### src/hdl/pta_ram.sv
// Generic single-port synchronous RAM, registered read.
// No dependencies.
module pta_ram #(
	parameter int WIDTH = 8,
	parameter int DEPTH = 256
) (
	input  logic                     clk,
	input  logic                     en,
	input  logic                     we,
	input  logic [$clog2(DEPTH)-1:0] addr,
	input  logic [WIDTH-1:0]         wdata,
	output logic [WIDTH-1:0]         rdata
);

	logic [WIDTH-1:0] mem [DEPTH];

	always_ff @(posedge clk) begin
		if (en) begin
			if (we) begin
				mem[addr] <= wdata;
			end else begin
				rdata <= mem[addr];
			end
		end
	end

endmodule

### config.mk
export PLATFORM = sky130hd
export DESIGN_NAME = pta_ram
export DESIGN_NICKNAME = d
export VERILOG_FILES = /design/src/hdl/pta_ram.sv
export SDC_FILE = /design/constraint.sdc
export NUM_CORES = 2
export LEC_CHECK = 0
export BUFFER_PORTS_ARGS = -buffer_cell sky130_fd_sc_hd__clkbuf_2
export CAP_MARGIN = 15
export CORE_UTILIZATION = 50
export DETAILED_ROUTE_END_ITERATION = 10
export GPL_ROUTABILITY_DRIVEN = 0
export GPL_TIMING_DRIVEN = 1
export PLACE_DENSITY_LB_ADDON = 0.3
export SYNTH_ARGS = -nofsm -noshare
export SYNTH_HDL_FRONTEND = slang
export SYNTH_SLANG_ARGS = --single-unit
### constraint.sdc
create_clock -name clk -period 3.5 [get_ports clk]
set_clock_uncertainty 0.15 [all_clocks]
set_input_delay 0.525 -clock clk [delete_from_list [all_inputs] [get_ports clk]]
set_output_delay 0.525 -clock clk [all_outputs]
set_load 0.005 [all_outputs]
After elaboration in Yosys (flattened, before gate mapping):

Memories as Yosys holds them, arrays and structs flattened. A register that Yosys moved wholly into a read port is not among the register bits.
Index checks and enable logic that the tools add are counted.

* reduce and logical (&&, ||, !) cells: 1
* muxes and demuxes: 3
* bitwise gates (word level): 1

Operators by type and width (count)
* 2-to-1 mux 1 bit: 3
* AND reduction 2 bit: 1
* inverter 1 bit: 1

* output and inout bits: 8
* input port bits: 19
* memory bits (writable): 2048
* memories kept: 1
* bits in registers: 0
* word-level logic and storage cells: 6

Memories
* mem: words 256, width 8, read ports 1, clocked after memory_dff 1, wr ports 1, RTL line 15 `logic [WIDTH-1:0] mem [DEPTH];`

Depth between registers and ports, before layout:

* depth in word-level cells: 3
* gate-level depth with buffers: 9

Worst setup path after synthesis:

No wires, ideal clock.

* path type: input to register
* from: input addr[0]
* to: memory mem[117][0], enable pin
* path buffers: 5
* slack: 0.530 ns
* stages: 8
* arrival time: 2.450 ns
* library setup time: 0.370 ns
* cell sequence: buf_2 -> buf_6 -> buf_2 -> buf_2 -> nor3b_1 -> nand2_1 -> clkbuf_1 -> nor2_1

RTL lines
* start, declared: RTL line 10 `input logic [$clog2(DEPTH)-1:0] addr,`
* end, declared: RTL line 15

No word-level cell before the write port.

==> results.sh <==
export IMPL_cts_clk_slew_worst_paths_ns=0.06
export IMPL_fin_area_um2=91170
export IMPL_worst_hold_slack_ns=0.006985
export IMPL_overflow=0
export IMPL_finalSetupTns_ns=0
export IMPL_final_period_utilization=0.9072
export IMPL_cpPeakStageDelay_ns=1.00
export IMPL_layout_min_cycle_time_ns=3.175
export IMPL_peakVddDrop_mv=0.4877
export IMPL_place_inst=5886
export IMPL_maxSlewHeadroom=0.2422
export IMPL_p_leak_uw=0.02873
export IMPL_firstDrtPassIters=6
export IMPL_synth_compound_area_frac=0.03627
export IMPL_stdcell_count=6254
export IMPL_start_util=0.5064
export IMPL_dieArea_um2=158300
export IMPL_wl_per_cell_um=30.70
export IMPL_core_um2=154800
export IMPL_path_cells="buf_8 -> buf_12 -> buf_4 -> mux4_2 -> a22oi_1 -> a21oi_1 -> o41ai_1 -> buf_4 -> nand4_1"
export IMPL_worstPathMaxFanout=30
export IMPL_drive_gt1_frac=0.3198
export IMPL_muxShareOfSynthArea=0.1471
export IMPL_startpoint_type="primary input"
export IMPL_tightest_slew_ns=1.122
export IMPL_vias=39084
export IMPL_synth_top_family_by_area="multiplexers"
export IMPL_syn_avg_cell_area_um2=22.23
export IMPL_p_total_uw=50210
export IMPL_initialDrtViolationCount=4819
export IMPL_grt_pass1_wl_um=279300
export IMPL_synth_cells=3526
export IMPL_die_x_um=397.9
export IMPL_hold_path_class="primary input to flop"
export IMPL_routed_wirelength_um=192000
export IMPL_postCtsSetupRepairBufs=0
export IMPL_hpwl_um=118300
export IMPL_crit_type="primary input to flop"
export IMPL_rsz0062_at_grt="false"
export IMPL_cts_max_path_buffers=3
export IMPL_drc=0
export IMPL_clock_sinks=2056
export IMPL_worstPathArrival_ns=3.61
export IMPL_synthSimpleGateAreaFrac=0.01606
export IMPL_status="finished clean"
export IMPL_grt_antenna_before_repair=10
export IMPL_multi_input_area_um2=15710
export IMPL_final_antenna_net_count=0
export IMPL_yosys_area_share_adder=0
export IMPL_port_buffers=26
export IMPL_hold_violations=0
export IMPL_cts_root_buffer="clkbuf_16"
export IMPL_cpMostUsedCell="buf_4"
export IMPL_worst_path_max_delay_cell="o41ai_1"
export IMPL_clock_latency_ns=0.85
export IMPL_viasPerCell=6.249
export IMPL_clock_fmax_mhz=315.0
export IMPL_cts_max_level=4
export IMPL_seqCellArea_um2=61740
export IMPL_io_pins=27
export IMPL_rows=144
export IMPL_gr_usage_all_layers=0.2467
export IMPL_synth_distinct_cells=21
export IMPL_seq_area_frac_synth=0.7877
export IMPL_powerDensity_nw_per_um2=550.7
export IMPL_final_max_slew_violation_count=0
export IMPL_cts_buffers=198
export IMPL_fill_cells=10751
export IMPL_die_y_um=397.9
export IMPL_synth_xor_area_frac=0
export IMPL_final_setup_viol_count=0
export IMPL_grt_max_degree=117
export IMPL_finish_net_count=4063
export IMPL_yosysWarningCount=0
export IMPL_grt_pass1_vias=39398
export IMPL_synth_seq_cells=2056
export IMPL_cts_tree="done"
export IMPL_synthesis_nets=3545
export IMPL_area_growth_pct=16.33
export IMPL_max_cap_violations=0
export IMPL_post_dp_cell_area_um2=84890
export IMPL_required_ns=3.94
export IMPL_netlist_area_um2=78380
export IMPL_endpoint_kind="flop"
-- power by group --
part           internal [uW]  leakage, uW  switching [uW]
clock network          11700      0.00305            9030
registers              27100       0.0185            21.1
logic                    909      0.00720            1470
-- area by class of cell --
cell class | instances | area share
Sequential cell | 2056 | 0.6772
Multi-Input combinational cell | 1245 | 0.1723
Clock buffer | 250 | 0.05719
Timing Repair Buffer | 543 | 0.05378
Tap cell | 2044 | 0.02805
Clock inverter | 115 | 0.01147
Antenna cell | 1 | 0.00002745
-- routing by layer --
layer  part of all wire  wire length [um]  global-route usage  vias up
met1               0.40             76350              0.3576    20701
met3              0.097             18660             0.04860      300
met5            0.00029                55                   0        -
met2               0.48             91920              0.3842     2026
li1                   -                 -                   -    16049
met4              0.026              5026             0.07136        8
-- metrics by stage --
stage | utilization | setup slack [ns]
floorplan | - | 0.5295
global route | 0.5891 | 0.1677
finish | 0.5891 | 0.3249
CTS | 0.5891 | 0.4121
detailed placement | 0.5485 | -0.4825
global placement | 0.5485 | -0.4302
-- sequential cells by signal, indices dropped and copies added, names as in the netlist --
signal / flops
rdata: 8
mem: 2048
-- synth_stat cells --
cell | number | area share
nor3b_1 | 2 | 0.00019
buf_4 | 11 | 0.0011
a21oi_1 | 128 | 0.0082
nand4_1 | 8 | 0.00064
or2_2 | 1 | 0.000080
buf_2 | 41 | 0.0026
nor2_1 | 259 | 0.012
clkbuf_1 | 143 | 0.0068
and4_1 | 1 | 0.00011
nor2b_1 | 7 | 0.00056
mux4_2 | 512 | 0.15
buf_1 | 21 | 0.0010
nand2_1 | 30 | 0.0014
buf_6 | 9 | 0.0013
nor3_1 | 1 | 0.000064
a22oi_1 | 256 | 0.025
nand3_1 | 4 | 0.00026
and2_1 | 2 | 0.00016
edfxtp_1 | 2056 | 0.79
nand2b_1 | 2 | 0.00016
o41ai_1 | 32 | 0.0036
-- cell families (layout without fill, tap and decap cells) --
kind of cell / Yosys count / after routing
flops: 2056 / 2056
mux: 512 / 512
compound gates: 416 / 416
simple gates: 317 / 317
buf+inv: 225 / 908
other cells: 0 / 1
-- placed cells by master (no fill, tap or decap), types with 2 or more instances in the layout --
master	count
a21oi_1	128
a22oi_1	256
buf_12	63
buf_4	452
buf_8	9
bufinv_16	15
clkbuf_1	49
clkbuf_16	201
clkbuf_2	16
clkinv_1	47
clkinv_16	2
clkinv_2	36
clkinv_8	4
clkinvlp_4	4
dlygate4sd3_1	2
edfxtp_1	2056
inv_16	2
inv_6	5
mux4_2	512
nand2_1	14
nand2_2	16
nand2b_2	2
nand3_1	4
nand4_1	8
nor2_1	258
nor2b_1	5
nor2b_4	2
nor3b_1	2
o41ai_1	31
-- critical path, delay by kind of cell --
kind / cells / cell delay [ns]
AOI/OAI and AO/OA: 3 / 1.34
muxes: 1 / 0.55
buffers and inverters: 4 / 1.03
and+or+nand+nor: 1 / 0.09
-- worst paths after layout --
kind                         startpoint               endpoint  slack, ns  cells after the start
hold / removal                 wdata[7]  mem[116][7]$_DFFE_PP_      0.007                      1
hold reg to reg     mem[4][7]$_DFFE_PP_     rdata[7]$_DFFE_PP_       0.94                      5
setup / recovery                addr[0]     rdata[2]$_DFFE_PP_       0.32                      9
setup reg to reg  mem[203][2]$_DFFE_PP_     rdata[2]$_DFFE_PP_       0.40                      6
-- what timing repair did --
item / 4_1_cts / 5_1_grt
hold buffers: 2 / 0
resized for setup: 0 / 0
endpoints found under the hold margin: 17 / 0
Note: power is estimated with default switching activity, not from simulation.
