[src/hdl/pta_pkg.sv]
// Shared types and constants for the packed tensor element access block.
// No dependencies; used by every module under hdl except pta_ram.
package pta_pkg;

	localparam int MAX_DIMS      = 4;
	localparam int INDEX_FIELDS  = 4;
	localparam int NDIM_LIM      = (MAX_DIMS < INDEX_FIELDS) ? MAX_DIMS : INDEX_FIELDS;
	localparam int DIM_W         = 2;
	localparam int STORE_BYTES   = 65536;
	localparam int ADDR_W        = $clog2(STORE_BYTES);
	localparam int LANES         = 4;
	localparam int LANE_W        = 2;
	localparam int ROW_W         = ADDR_W - LANE_W;
	localparam int ROWS          = STORE_BYTES / LANES;
	localparam int IDX_W         = 16;
	localparam int DSIZE_W       = 17;
	localparam int VALUE_W       = 32;
	localparam int CFG_IDX_W     = 3;
	localparam int CFG_DATA_W    = 17;

	// Flat index and strides saturate here; anything at the cap is out of
	// range for every data type (binary reaches furthest, 8 per byte).
	localparam int FLAT_W        = ADDR_W + 4;
	localparam logic [FLAT_W-1:0] FLAT_CAP = FLAT_W'(1) << (ADDR_W + 3);

	typedef enum logic [2:0] {
		DT_F32     = 3'd0,
		DT_F16     = 3'd1,
		DT_BF16    = 3'd2,
		DT_INT8    = 3'd3,
		DT_UINT8   = 3'd4,
		DT_INT4    = 3'd5,
		DT_BINARY  = 3'd6,
		DT_INVALID = 3'd7
	} dtype_t;

	typedef enum logic [1:0] {
		ST_OK       = 2'd0,
		ST_BAD_TYPE = 2'd1,
		ST_RANGE    = 2'd2
	} status_t;

	localparam logic [1:0] LAYOUT_ROW = 2'd0;
	localparam logic [1:0] LAYOUT_COL = 2'd1;

	localparam logic OP_READ  = 1'b0;
	localparam logic OP_WRITE = 1'b1;

	localparam logic [CFG_IDX_W-1:0] REG_DATA_TYPE   = 3'd0;
	localparam logic [CFG_IDX_W-1:0] REG_LAYOUT_MODE = 3'd1;
	localparam logic [CFG_IDX_W-1:0] REG_NUM_DIMS    = 3'd2;
	localparam logic [CFG_IDX_W-1:0] REG_DIM_SIZE_0  = 3'd3;
	localparam logic [CFG_IDX_W-1:0] REG_DIM_SIZE_3  = 3'd6;

	typedef struct packed {
		dtype_t                                 data_type;
		logic [1:0]                             layout_mode;
		logic [2:0]                             num_dims;
		logic [INDEX_FIELDS-1:0][DSIZE_W-1:0]   dim_size;
	} cfg_t;

endpackage

[src/hdl/pta_cfg_regs.sv]
// Configuration register file: data type, layout, dimension count, extents.
// Depends on pta_pkg.
module pta_cfg_regs (
	input  logic                           clk,
	input  logic                           arst_n,
	input  logic                           cfg_valid,
	output logic                           cfg_ready,
	input  logic [pta_pkg::CFG_IDX_W-1:0]  cfg_index,
	input  logic [pta_pkg::CFG_DATA_W-1:0] cfg_data,
	output pta_pkg::cfg_t                  cfg
);
	import pta_pkg::*;

	cfg_t cfg_q;
	logic [CFG_IDX_W-1:0] dim_off;

	assign cfg_ready = 1'b1;
	assign dim_off   = cfg_index - REG_DIM_SIZE_0;

	always_ff @(posedge clk or negedge arst_n) begin
		if (!arst_n) begin
			cfg_q.data_type   <= DT_F32;
			cfg_q.layout_mode <= LAYOUT_ROW;
			cfg_q.num_dims    <= 3'd1;
			for (int i = 0; i < INDEX_FIELDS; i++) begin
				cfg_q.dim_size[i] <= DSIZE_W'(1);
			end
		end else if (cfg_valid && cfg_ready) begin
			unique case (cfg_index) inside
				REG_DATA_TYPE:   cfg_q.data_type   <= dtype_t'(cfg_data[2:0]);
				REG_LAYOUT_MODE: cfg_q.layout_mode <= cfg_data[1:0];
				REG_NUM_DIMS:    cfg_q.num_dims    <= cfg_data[2:0];
				[REG_DIM_SIZE_0:REG_DIM_SIZE_3]: begin
					cfg_q.dim_size[dim_off[DIM_W-1:0]] <= cfg_data[DSIZE_W-1:0];
				end
				default: ;  // index past the register list: dropped
			endcase
		end
	end

	assign cfg = cfg_q;

endmodule

[config.mk]
export PLATFORM = sky130hd
export DESIGN_NAME = pta_cfg_regs
export DESIGN_NICKNAME = d
export VERILOG_FILES = /design/src/hdl/pta_pkg.sv /design/src/hdl/pta_cfg_regs.sv
export SDC_FILE = /design/constraint.sdc
export NUM_CORES = 1
export LEC_CHECK = 0
export ABC_CLOCK_PERIOD_IN_PS = 1020
export CORE_ASPECT_RATIO = 1.1
export CORE_UTILIZATION = 40
export CTS_CLUSTER_SIZE = 30
export DETAILED_ROUTE_END_ITERATION = 8
export DONT_BUFFER_PORTS = 1
export PLACE_DENSITY = 0.52
export SETUP_SLACK_MARGIN = 0.1
export SYNTH_ARGS = -nofsm -noshare
export SYNTH_HDL_FRONTEND = slang
export SYNTH_SLANG_ARGS = --single-unit
[constraint.sdc]
create_clock -name clk -period 1.02 [get_ports clk]
set_clock_uncertainty 0.2 [all_clocks]
set_input_delay 0.051 -clock clk [delete_from_list [all_inputs] [get_ports clk]]
set_output_delay 0.051 -clock clk [all_outputs]
set_load 0.005 [all_outputs]
---- Word level (Yosys, flattened, before mapping) ----
Cells that the tools add are included.
operators by class
  $add $sub $neg .......................... 1
  multiply operators ...................... 0
  div/mod/pow operators ................... 0
  magnitude comparators ................... 4
  eq/ne operators ......................... 2
  shift-type cells ........................ 0
  mux-type cells .......................... 3
  bitwise operators ....................... 0
  reduce and logical (&&, ||, !) cells .... 7
operators by type and width
  cell                                                                                 count
  68-bit bitwise mux                                                                   1
  17-bit demux with 2-bit select                                                       1
  17-bit 2-to-1 mux                                                                    1
  2-bit AND reduction                                                                  4
  3-bit by 1-bit == test with 1-bit output, second input constant                      1
  3-bit by 2-bit == test with 1-bit output, second input constant                      1
  3-bit by 2-bit greater-or-equal comparator with 1-bit output, second input constant  1
  3-bit less-or-equal comparator, second input constant                                1
  3-bit logical NOT                                                                    1
  2-bit by 3-bit < comparator with 1-bit output, second input constant                 1
  2-bit by 1-bit greater-or-equal comparator with 1-bit output, second input constant  1
  1-bit logical AND                                                                    2
  2-bit subtractor, second input constant                                              1
word-level totals
  bits in registers ....................... 76
  bits in latches ......................... 0
  RAM bits ................................ 0
  bits in read-only memories .............. 0
  output and inout bits ................... 77
  memories ................................ 0

---- Logic depth before layout (Yosys ltp) ----
  word-level depth ........................ 6
  depth in mapped cells ................... 5
  depth with buffers taken out ............ 2

---- Least setup slack after synthesis ----
No wires, ideal clock.
  kind .................................... input to register
  start ................................... input cfg_valid
  end ..................................... register cfg_q, in the netlist cfg[73]
  arrival time ............................ 0.991 ns
  setup slack ............................. -0.296 ns
  cell stages on the path ................. 3
  path buffers ............................ 1
  path through ............................ buf_4 > nor4b_1 > mux2_2
between the ends
  word-level cells in the longest chain between the ends .. 1
RTL lines
  what                                  line                text
  start: declaration                    pta_cfg_regs.sv:6   input logic cfg_valid,
  2-bit AND reduction (no source line)  -
  end: declaration                      pta_cfg_regs.sv:14  cfg_t cfg_q;
No other way between the ends.
A chain may end at the register's enable or synchronous reset.

---- Final worst setup path ----
  start ................................... register cfg_q, in the netlist cfg[0]
  end ..................................... output cfg[0] (netlist bit)
RTL lines
  what              line                text
  end: declaration  pta_cfg_regs.sv:10  output pta_pkg::cfg_t cfg
No word-level cell between the ends.

==> metrics.md <==
| Metric | Value |
|---|---|
| Critical path fanouts, max | 2 |
| WHS | -0.797 ns |
| Die Span Y | 91.6 microns |
| Avg WL per Cell | 21.1 microns |
| CP Capture Type | output port |
| Routed vias/inst | around 5.3 |
| Crit path arrival time | 0.89 ns |
| Syn Inst Count | 167 |
| Slew Limit Fails | 0 |
| Startpoint Class | flip-flop |
| R2r endpoint | cfg[38] |
| Share of the synthesized area in the top cell type | 60.9% |
| Reg2Reg Depth | 2 |
| WP data required | between 0.7 and 0.8 ns |
| GRT overflow | 0 |
| Register area share after synthesis | 65.4% |
| Final setup TNS | -2.84 ns |
| CTS sink count | 76 |
| Hold crit path type | input pin to async pin |
| Area grow syn2layout | 36.6% |
| Cts bufs inserted | 9 |
| I/O pin total | 100 |
| Ys Warns | 0 |
| Fmax achieved | ~0.88 GHz |
| CTS Buffer Depth | 2 |
| Max Cap Viol | 0 |
| N_diodes | 0 |
| Mapped Avg Cell Area | 17.5 sq um |
| Placed Area | 3230 sq um |
| Post-route cell area | 3990 sq um |
| CP Class | flip-flop to output port |
| Fin crit share | 112% |
| Failing checks | hold timing, setup timing |
| Core region area | 7050 sq um |
| Via count | around 1700 |
| Reg2reg setup slack | -0.09 ns |
| Post-DRT Antenna Nets | 0 |
| Placed insts | 271 |
| Worst slack, placed | -0.191 ns |
| GRT Total Usage | 18.2% |
| Row cnt | 32 |
| Routed wire length | 6590 microns |
| Endpoints failing setup | 32 |
| Die X | roughly 83 microns |
| H-tree Lvls | 3 |
| Netlist Area Pre-Place | 2920 sq um |
| Hold_buf cts | 17 |
| CTS root buf | clkbuf_8 |
| Largest net degree at the start of global routing | 77 |
| RSZ-0062 raised after global routing | yes |
| Clk pin slew, worst setup/hold paths | around 0.080 ns |
| Top cells by area, synth | dfrtp_1 (61%), mux2_2 (29%), dfstp_2 (4.5%), nand4b_2 (1.5%), buf_4 (1.3%) |
| First-pass detailed-route iteration total | 3 |
| CTS tree | built |
| Die area | 7640 sq um |
| Syn_nets | 190 |
| Port bufs | 0 |
| Synthesized flop and latch total | 76 |
| Pleak | 1.98 nW |
| Area leader, netlist | dfrtp_1 |
| Share of layout cells above drive strength 1 | 59.6% |
| First-pass GRT wire length | 10600 microns |
| Maximum vdd ir drop | about 0.0012 V |
| Initial core utilization | 41.4% |
| Routability Congestion | ~0.70 |
| Nets@finish | 246 |
| PD cells | 2100 nW/um^2 |
| Post-layout min period | 1.14 ns |
| Vias in the first global route | roughly 1900 |
| Iteration-0 DRC Markers | 45 |
| Run status | finished, violations left |
| Core Util, Final | between 50% and 60% |
| Initial antenna violation count | 0 |
| Final worst slack | -0.119 ns |
| Post-route insts no fill | between 300 and 400 |
| HPWL Detailed | 4110 microns |
| Max FFs per register | 76 |
| Worst skew pair latency | 0.33 ns |
| Worst r2r src | cfg[38] |
| Hold Violations, Final | 95 |
| DRC | 0 |
| Netlist cell types | 10 |
==> area by class of cell <==
class                   count  area [sq um]
clock inverters             5          77.6
flip-flops and latches     76          1910
well taps                  85           106
multi-input cells          84          1220
clock buffers              11           131
repair buffers             52           544
fillers                   545          3060
==> repair_timing <==
action	4_1_cts	5_1_grt
gates resized for setup	74	9
hold endpoints to repair	152	91
setup buffers	8	1
setup endpoints to repair	152	152
==> report_power, final <==
part	total [mW]	leakage, nW	internal [mW]	switching [mW]
combinational	1.71	0.975	1.31	0.404
sequential	4.28	0.905	3.72	0.566
clock	2.40	0.103	1.37	1.03
==> synthesized netlist by cell type <==
cell	n
and4bb_1	1
conb_1	1
mux2_2	76
dfrtp_1	71
buf_6	2
buf_4	5
dfstp_2	5
nand4b_2	3
nor4b_1	1
and4bb_2	2
==> routing by layer <==
layer  vias to the layer above  share of wire (%)  global-route usage, %
met5                         -                  0                      0
met4                         0                1.8                   7.63
met3                        11                6.5                   5.18
met2                        64                 50                   29.0
met1                       881                 42                   23.4
li1                        703                  -                      -
==> worst max-delay path by stage <==
stage,start,end,slack (ns),cells after the start
6_report,cfg[0],cfg[0],-0.12,0
5_1_grt,cfg[17],cfg[17],-0.15,0
4_1_cts,cfg[17],cfg[17],-0.14,0
3_5_place_dp,cfg_index[1],cfg[21],-0.19,3
3_3_place_gp,cfg_index[1],cfg[29],-0.17,3
2_1_floorplan,cfg_valid,cfg[23],-0.22,5
==> layout by cell type (no fill, tap or decap) <==
cell             n
bufinv_16        2
mux2_4          70
and4bb_1         1
conb_1           1
dfstp_2          5
nor4b_2          1
dlymetal6s4s_1   2
buf_12           1
buf_6           25
dfrtp_1         71
and4bb_2         2
nand4b_2         3
clkinvlp_4       1
buf_4            9
clkinv_2         2
dlygate4sd3_1   15
mux2_2           6
clkbuf_8         9
clkbuf_1         2
==> logic make-up (layout without fill, tap and decap cells) <==
logic type / count (synthesis) / in the layout / share of synthesized area (%)
buf+inv: 7 / 68 / 2.06
flops: 76 / 76 / 65.4
mux: 76 / 76 / 29.3
other cells: 1 / 1 / 0.128
simple gates: 7 / 7 / 3.13
==> metrics by stage <==
stage	power [mW]	hold WS [ns]
2_1_floorplan	4.85	-0.445
3_3_place_gp	5.28	-0.443
3_5_place_dp	5.35	-0.443
4_1_cts	8.42	-0.816
5_1_grt	8.78	-0.817
6_report	8.39	-0.797
No activity file was read; power rests on OpenSTA's default activity.
