<file path="src/hdl/pta_pkg.sv">
// Shared types and constants for the packed tensor element access block.
// No dependencies; used by every module under hdl except pta_ram.
package pta_pkg;

	localparam int MAX_DIMS      = 4;
	localparam int INDEX_FIELDS  = 4;
	localparam int NDIM_LIM      = (MAX_DIMS < INDEX_FIELDS) ? MAX_DIMS : INDEX_FIELDS;
	localparam int DIM_W         = 2;
	localparam int STORE_BYTES   = 65536;
	localparam int ADDR_W        = $clog2(STORE_BYTES);
	localparam int LANES         = 4;
	localparam int LANE_W        = 2;
	localparam int ROW_W         = ADDR_W - LANE_W;
	localparam int ROWS          = STORE_BYTES / LANES;
	localparam int IDX_W         = 16;
	localparam int DSIZE_W       = 17;
	localparam int VALUE_W       = 32;
	localparam int CFG_IDX_W     = 3;
	localparam int CFG_DATA_W    = 17;

	// Flat index and strides saturate here; anything at the cap is out of
	// range for every data type (binary reaches furthest, 8 per byte).
	localparam int FLAT_W        = ADDR_W + 4;
	localparam logic [FLAT_W-1:0] FLAT_CAP = FLAT_W'(1) << (ADDR_W + 3);

	typedef enum logic [2:0] {
		DT_F32     = 3'd0,
		DT_F16     = 3'd1,
		DT_BF16    = 3'd2,
		DT_INT8    = 3'd3,
		DT_UINT8   = 3'd4,
		DT_INT4    = 3'd5,
		DT_BINARY  = 3'd6,
		DT_INVALID = 3'd7
	} dtype_t;

	typedef enum logic [1:0] {
		ST_OK       = 2'd0,
		ST_BAD_TYPE = 2'd1,
		ST_RANGE    = 2'd2
	} status_t;

	localparam logic [1:0] LAYOUT_ROW = 2'd0;
	localparam logic [1:0] LAYOUT_COL = 2'd1;

	localparam logic OP_READ  = 1'b0;
	localparam logic OP_WRITE = 1'b1;

	localparam logic [CFG_IDX_W-1:0] REG_DATA_TYPE   = 3'd0;
	localparam logic [CFG_IDX_W-1:0] REG_LAYOUT_MODE = 3'd1;
	localparam logic [CFG_IDX_W-1:0] REG_NUM_DIMS    = 3'd2;
	localparam logic [CFG_IDX_W-1:0] REG_DIM_SIZE_0  = 3'd3;
	localparam logic [CFG_IDX_W-1:0] REG_DIM_SIZE_3  = 3'd6;

	typedef struct packed {
		dtype_t                                 data_type;
		logic [1:0]                             layout_mode;
		logic [2:0]                             num_dims;
		logic [INDEX_FIELDS-1:0][DSIZE_W-1:0]   dim_size;
	} cfg_t;

endpackage

</file>
<file path="src/hdl/pta_flat_index.sv">
// Flat element index unit: one dimension per cycle, stride and index
// products registered each step. Depends on pta_pkg.
module pta_flat_index (
	input  logic                                                   clk,
	input  logic                                                   arst_n,
	input  logic                                                   go,
	input  pta_pkg::cfg_t                                          cfg,
	input  logic [pta_pkg::INDEX_FIELDS-1:0][pta_pkg::IDX_W-1:0]   idx,
	output logic                                                   done,
	output logic [pta_pkg::FLAT_W-1:0]                             flat
);
	import pta_pkg::*;

	localparam int TERM_W = IDX_W + FLAT_W;
	localparam int SUM_W  = TERM_W + 1;
	localparam int PROD_W = FLAT_W + DSIZE_W;

	logic              run_q, done_q, col_q;
	logic [DIM_W-1:0]  dim_q, left_q;
	logic [FLAT_W-1:0] stride_q, flat_q;

	logic [2:0]        n_dims;
	logic [TERM_W-1:0] term;
	logic [SUM_W-1:0]  sum;
	logic [PROD_W-1:0] prod;
	logic [FLAT_W-1:0] flat_next, stride_next;

	always_comb begin
		if (cfg.num_dims == 3'd0) begin
			n_dims = 3'd1;
		end else if (cfg.num_dims > 3'(NDIM_LIM)) begin
			n_dims = 3'(NDIM_LIM);
		end else begin
			n_dims = cfg.num_dims;
		end
	end

	// Row-major walks from the last dimension down, column-major from dim 0 up;
	// either way the next stride is this stride times this extent.
	always_comb begin
		term = {{FLAT_W{1'b0}}, idx[dim_q]} * {{IDX_W{1'b0}}, stride_q};
		sum  = {1'b0, term} + SUM_W'(flat_q);
		flat_next = (sum > SUM_W'(FLAT_CAP)) ? FLAT_CAP : sum[FLAT_W-1:0];
		prod = {{DSIZE_W{1'b0}}, stride_q} * {{FLAT_W{1'b0}}, cfg.dim_size[dim_q]};
		stride_next = (prod > PROD_W'(FLAT_CAP)) ? FLAT_CAP : prod[FLAT_W-1:0];
	end

	always_ff @(posedge clk or negedge arst_n) begin
		if (!arst_n) begin
			run_q  <= 1'b0;
			done_q <= 1'b0;
		end else begin
			done_q <= 1'b0;
			if (go) begin
				run_q <= 1'b1;
			end else if (run_q && left_q == '0) begin
				run_q  <= 1'b0;
				done_q <= 1'b1;
			end
		end
	end

	always_ff @(posedge clk) begin
		if (go) begin
			col_q    <= (cfg.layout_mode == LAYOUT_COL);
			dim_q    <= (cfg.layout_mode == LAYOUT_COL) ? '0 : DIM_W'(n_dims - 3'd1);
			left_q   <= DIM_W'(n_dims - 3'd1);
			stride_q <= FLAT_W'(1);
			flat_q   <= '0;
		end else if (run_q) begin
			flat_q   <= flat_next;
			stride_q <= stride_next;
			left_q   <= left_q - DIM_W'(1);
			dim_q    <= col_q ? dim_q + DIM_W'(1) : dim_q - DIM_W'(1);
		end
	end

	assign done = done_q;
	assign flat = flat_q;

endmodule

</file>
<file path="config.mk">
export PLATFORM = sky130hd
export DESIGN_NAME = pta_flat_index
export DESIGN_NICKNAME = d
export VERILOG_FILES = /design/src/hdl/pta_pkg.sv /design/src/hdl/pta_flat_index.sv
export SDC_FILE = /design/constraint.sdc
export NUM_CORES = 2
export LEC_CHECK = 0
export BUFFER_PORTS_ARGS = -buffer_cell sky130_fd_sc_hd__buf_2
export CORE_UTILIZATION = 50
export CTS_BUF_LIST = sky130_fd_sc_hd__clkbuf_8
export CTS_CLUSTER_DIAMETER = 40
export DETAILED_ROUTE_END_ITERATION = 8
export PLACE_DENSITY = 0.68
export SLEW_MARGIN = 20
export SYNTH_ARGS = -nofsm -noshare
export SYNTH_HDL_FRONTEND = slang
export SYNTH_SLANG_ARGS = --single-unit
</file>
<file path="constraint.sdc">
create_clock -name clk -period 14.36 [get_ports clk]
set_input_delay 1.436 -clock clk [delete_from_list [all_inputs] [get_ports clk]]
set_output_delay 1.436 -clock clk [all_outputs]
set_load 0.03 [all_outputs]
</file>
* After elaboration in Yosys (flattened, before gate mapping)
Cells that the tools add are included.
Cells by class: add/subtract/negate cells 5, multipliers 2, div/mod/pow operators 0, order comparisons 4, equal/unequal tests 1, shift-type cells 0, muxes and demuxes 18, bitwise operators 0, reduce and logical (&&, ||, !) cells 5
Operators with widths (count):
- 37-bit by 20-bit greater-than comparator with 1-bit output (second input constant) | 2
- 20-bit 2-to-1 mux | 2
- 36-bit by 20-bit adder with 37-bit output | 1
- 20-bit by 17-bit multiplier with 37-bit output | 1
- 16-bit by 20-bit multiplier with 36-bit output | 1
- 17-bit binary-select mux with 2-bit select | 1
- 16-bit binary-select mux with 2-bit select | 1
- 17-bit 2-to-1 mux | 1
- 16-bit 2-to-1 mux | 1
- 2-bit 2-to-1 mux | 8
- 2-bit by 1-bit subtractor with 2-bit output (second input constant) | 3
- 1-bit 2-to-1 mux | 4
- 2-bit nonzero test | 2
- 3-bit greater-than comparator (second input constant) | 1
- 3-bit logical NOT | 1
- 2-bit by 3-bit less-than comparator with 1-bit output (second input constant) | 1
- 2-bit by 1-bit adder with 2-bit output (second input constant) | 1
- 2-bit by 1-bit == test with 1-bit output (second input constant) | 1
- 2-bit logical NOT | 1
- 1-bit logical AND | 1
Word-level totals: register bits 47, latch bits 0, RAM bits 0, ROM bits 0, input port bits 143, output and inout port bits 21, word-level logic and storage cells 42, memories 0

* Depth between registers and ports, before layout
word-level depth 6, gate-level depth with buffers 30, depth with buffers taken out 25

* Least setup slack after synthesis
Ideal clock, no wire load.
path kind input port to flip-flop, from in cfg[56] (netlist bit), to reg stride_q[16], library setup time 0.057 ns, arrival time 8.179 ns, required time 14.303 ns, slack 6.124 ns, cell stages on the path 26, buffers on the path 3, cell sequence mux4_2 clkbuf_1 and2_1 fa_1 inv_1 fa_1 fa_1 inv_1 fa_1 fa_1 inv_1 fa_1 inv_1 ha_1 clkbuf_1 nand3_1 nor2_1 o211ai_1 a21boi_0 o221ai_1 nor4b_2 o211ai_1 or4_4 nor3_4 buf_6 a22o_2
On the way: cells in the longest elaborated chain, start to end 5
RTL lines:
- start, declared | line pta_flat_index.sv:7 | input pta_pkg::cfg_t cfg,
- 17-bit binary-select mux with 2-bit select * | line pta_flat_index.sv:44 | prod = {{DSIZE_W{1'b0}}, stride_q} * {{FLAT_W{1'b0}}, cfg.dim_size[dim_q]};
- 17-bit 2-to-1 mux (not written as such) * | line pta_flat_index.sv:44
- 20-bit by 17-bit multiplier with 37-bit output * | line pta_flat_index.sv:44
- 37-bit by 20-bit greater-than comparator with 1-bit output | line pta_flat_index.sv:45 | stride_next = (prod > PROD_W'(FLAT_CAP)) ? FLAT_CAP : prod[FLAT_W-1:0];
- 20-bit 2-to-1 mux * | line pta_flat_index.sv:45
- end signal, assigned | line pta_flat_index.sv:72 | stride_q <= stride_next;
- end, declared | line pta_flat_index.sv:20 | logic [FLAT_W-1:0] stride_q, flat_q;
Mark *: on every way between the ends. The rest lies on a longest branch, timed or not. The select of a mux whose other input is x is not followed. A chain may end at the register's enable or synchronous reset.

* Final worst setup path
from in cfg[56] (netlist bit), to reg stride_q[3]
On the way: cells in the longest elaborated chain, start to end 5
RTL lines (line):
- 17-bit binary-select mux with 2-bit select | pta_flat_index.sv:44
- 17-bit 2-to-1 mux (not written as such) | pta_flat_index.sv:44
- 20-bit by 17-bit multiplier with 37-bit output | pta_flat_index.sv:44
- 37-bit by 20-bit greater-than comparator with 1-bit output | pta_flat_index.sv:45
- 20-bit 2-to-1 mux | pta_flat_index.sv:45
Every way passes these cells. The select of a mux whose other input is x is not followed.

==> qor.yml <==
outcome:
  status: "finished, final reports clean"
clock_network:
  cts_root_buf: "clkbuf_8"
  clk_latency_ps: 330
  post_cts_resize_count: 0
  path_clk_slew_ps: 100
  h-tree-depth: 2
  cts_buffers: 5
  postCtsSetupBuffers: 0
  cts_hold_buf: 0
  cts.sinks: 47
  ctsLongestPathBuffers: 2
  cts_tree: "yes"
timing:
  rsz0062_at_grt: "no"
  fin_ws_ps: 5290
  relSlewSlack_pct: 32.5
  min_period_ps: 9070
  skew_ps: 12.9
  worst_pin_slew_ps: 1010
  slew_violations: 0
  finalSetupTns_ps: 0
  timing.final.crit_share_pct: 63.2
  finalSetupViolCount: 0
  fmax_mhz: 110
  hold_violations: 0
routing:
  drt-vias-per-instance: 5.56
  wl_um: 68100
  vias: 20500
  ant_nets: 0
  drtIter0Drc: 1473
  drcViolationCount: 0
  firstDrtPassIters: 5
  wl_per_cell_um: 18.5
pwr:
  p_leak_uw: 0.0136
  p_sw_uw: 781
  max-vdd-ir-drop_uv: 36.7
  p_int_uw: 511
  swShare_pct: 60.4
  powerDensity_nw_per_um2: 48.1
  combPwrFrac_pct: 81.1
  clkPwrFrac_pct: 6.6
  p_seq_share_pct: 12.3
logic_synthesis:
  syn-num-nets: 3920
  async_flop_share_pct: 4.26
  seq_area_frac_synth_pct: 3.89
  ys_warn_count: 0
  synthTopCellsByArea: "fa_1 (42%), ha_1 (11%), inv_1 (10%)"
  synth_area_um2: 25700
  syn_avg_cell_area_um2: 8.54
  ys_types: 79
  synth_top_area_share_pct: 42.1
  synth_cells: 3011
  ys.flop_type: "dfxtp_1"
  yosys.area.top_type: "fa_1"
  synth_enable_flop_cells: 5
  synth_seq_cells: 47
cells_and_area:
  final_common_cell: "inv_1"
  area_growth_syn_to_layout_pct: 4.58
  final_cell_mix: "inv_1 (715), fa_1 (540), nand2_1 (482)"
  final_nets: 3926
  diodes: 0
  layout-drive-gt1-share_pct: 8.38
worst_setup_path:
  crit_arrival_ps: 9340
  path_common_cell: "fa_1"
  critPathMaxFanout: 20
  crit_buf_inv: 5
  rrSetupSlack_ps: 5320
  slowest_delay_ps: 740
  worst-r2r-cell-count: 24
  crit_path_cell_trace: "buf_2, mux4_2, and2_1, fa_1, inv_1, fa_1, fa_1, inv_1, fa_1, fa_1, inv_1, fa_1, inv_1, ha_1, nand3_1, nor2_1, o211ai_1, a21boi_0, o221ai_1, nor4b_2, o211ai_1, or4_4, nor3_4, a22o_2"
  crit_path_start_kind: "primary input"
  cp.required_ps: 14630
  critPathKind: "in2reg"
  cp_slowest_cell: "mux4_2"
  worstSetupEndpointType: "flop"
  r2r_end: "stride_q[3]"
  crit_family: "adder cells"
  worstReg2RegStart: "dim_q[0]"
hold_path:
  hold_path_end: "flat[11]"
  hold_path_depth: 1
  hp-class: "reg2reg"
  worstHoldStart: "flat[11]"
global_route:
  grt_use_total_pct: 26.9
  grt_pass1_wl_um: 113000
  overflow: 0
  grt_pass1_vias: 21800
  grt_max_degree: 38
  antenna_found_initial: 2
floorplanning:
  rows: 82
  start_util_pct: 50.9
  die-area_um2: 52300
  dieHeight_um: 229
  io_pins: 164
  core_um2: 50500
  fp.dieW_um: 229
placed_design:
  place_congestion: 0.935
  place_ws_ps: 4930
  dp_hpwl_um: 53100
  port_buffers: 160
job:
  maxCapViolCount: 0
[final cells by class]
type,instances,area (um^2)
Timing Repair Buffer,171,883
Clock inverter,3,18.8
Clock buffer,5,68.8
Fill cell,4717,23600
Sequential cell,47,1020
Tap cell,672,841
Inverter,716,2690
Multi-Input combinational cell,2076,21400
[cells by family (layout without fill, tap and decap cells)]
logic type	Yosys count	in the layout	share of synthesized area, %
buf+inv	888	895	13.0
compound gates	307	307	8.10
simple gates	919	919	17.3
xor+xnor	45	45	1.53
mux	39	39	3.13
fa+ha+maj	766	766	53.1
flops	47	47	3.89
[worst reg2reg max path: cells and delay by family, from the launching register on]
| kind | cells | cell delay (ps) |
|---|---|---|
| and+or+nand+nor | 6 | 2140 |
| muxes | 1 | 890 |
| DFF | 1 | 510 |
| AOI/OAI and AO/OA | 5 | 1240 |
| adders and majority gates | 7 | 3480 |
| buffers and inverters | 5 | 700 |
[worst max path at each step]
| stage | from | to | slack [ps] | depth (start not counted) |
|---|---|---|---|---|
| after floorplan | cfg[56] | stride_q[16] | 6120 | 26 |
| after global placement | idx[11] | flat[19] | 5000 | 24 |
| after detailed placement | idx[11] | flat[19] | 4930 | 24 |
| after CTS | idx[11] | flat[19] | 5240 | 24 |
| after global routing | dim_q[0] | stride_q[9] | 4740 | 24 |
| final | cfg[56] | stride_q[3] | 5290 | 24 |
[state kept, by name, indices dropped and copies added, names as in the netlist]
signal / flops
dim_q: 2
left_q: 2
done: 1
run_q: 1
stride_q: 20
flat: 20
col_q: 1
[per-layer routing]
layer,global-route usage (%),vias up,share of wire (%)
met2,45.1,819,48
met1,36.0,10400,41
met4,9.19,0,3.5
met5,0,-,0
met3,3.18,142,7.0
li1,-,9142,-
[cells in the mapped netlist (7+ instances only)]
| cell | instances |
|---|---|
| ha_1 | 226 |
| and2_1 | 257 |
| nand3_1 | 21 |
| nor3_1 | 10 |
| nor4_1 | 8 |
| nor2b_1 | 11 |
| a31oi_1 | 9 |
| xnor2_1 | 27 |
| o211ai_1 | 10 |
| clkbuf_1 | 160 |
| dfxtp_1 | 40 |
| and3_1 | 12 |
| a21oi_1 | 79 |
| fa_1 | 540 |
| o21bai_1 | 7 |
| nand4_1 | 21 |
| nand2_1 | 482 |
| a21o_1 | 23 |
| o21a_1 | 15 |
| a211oi_1 | 15 |
| a32o_1 | 15 |
| nor2_1 | 57 |
| inv_1 | 715 |
| mux4_2 | 33 |
| a22o_2 | 10 |
| buf_1 | 8 |
| xor2_1 | 18 |
| o21ai_0 | 63 |
[power groups by stage]
stage	clock network, uW	registers (uW)	logic [uW]
global placement	0	161	1010
floorplan	0	150	729
detailed placement	0	161	1030
CTS	87.4	158	1040
global route	93.2	159	1160
finish	85.9	159	1050
[per-stage QoR]
step / area, um^2 / instances / hold slack [ps] / utilization, % / total power (uW)
after floorplan: 25700 / 3011 / 505 / - / 880
after global placement: 26800 / 3682 / 471 / 53.1 / 1170
after detailed placement: 26800 / 3682 / 483 / 53.1 / 1190
after CTS: 26900 / 3690 / 507 / 53.2 / 1280
after global routing: 26900 / 3690 / 528 / 53.3 / 1420
final: 26900 / 3690 / 505 / 53.3 / 1290
No activity file was read; power rests on OpenSTA's default activity.
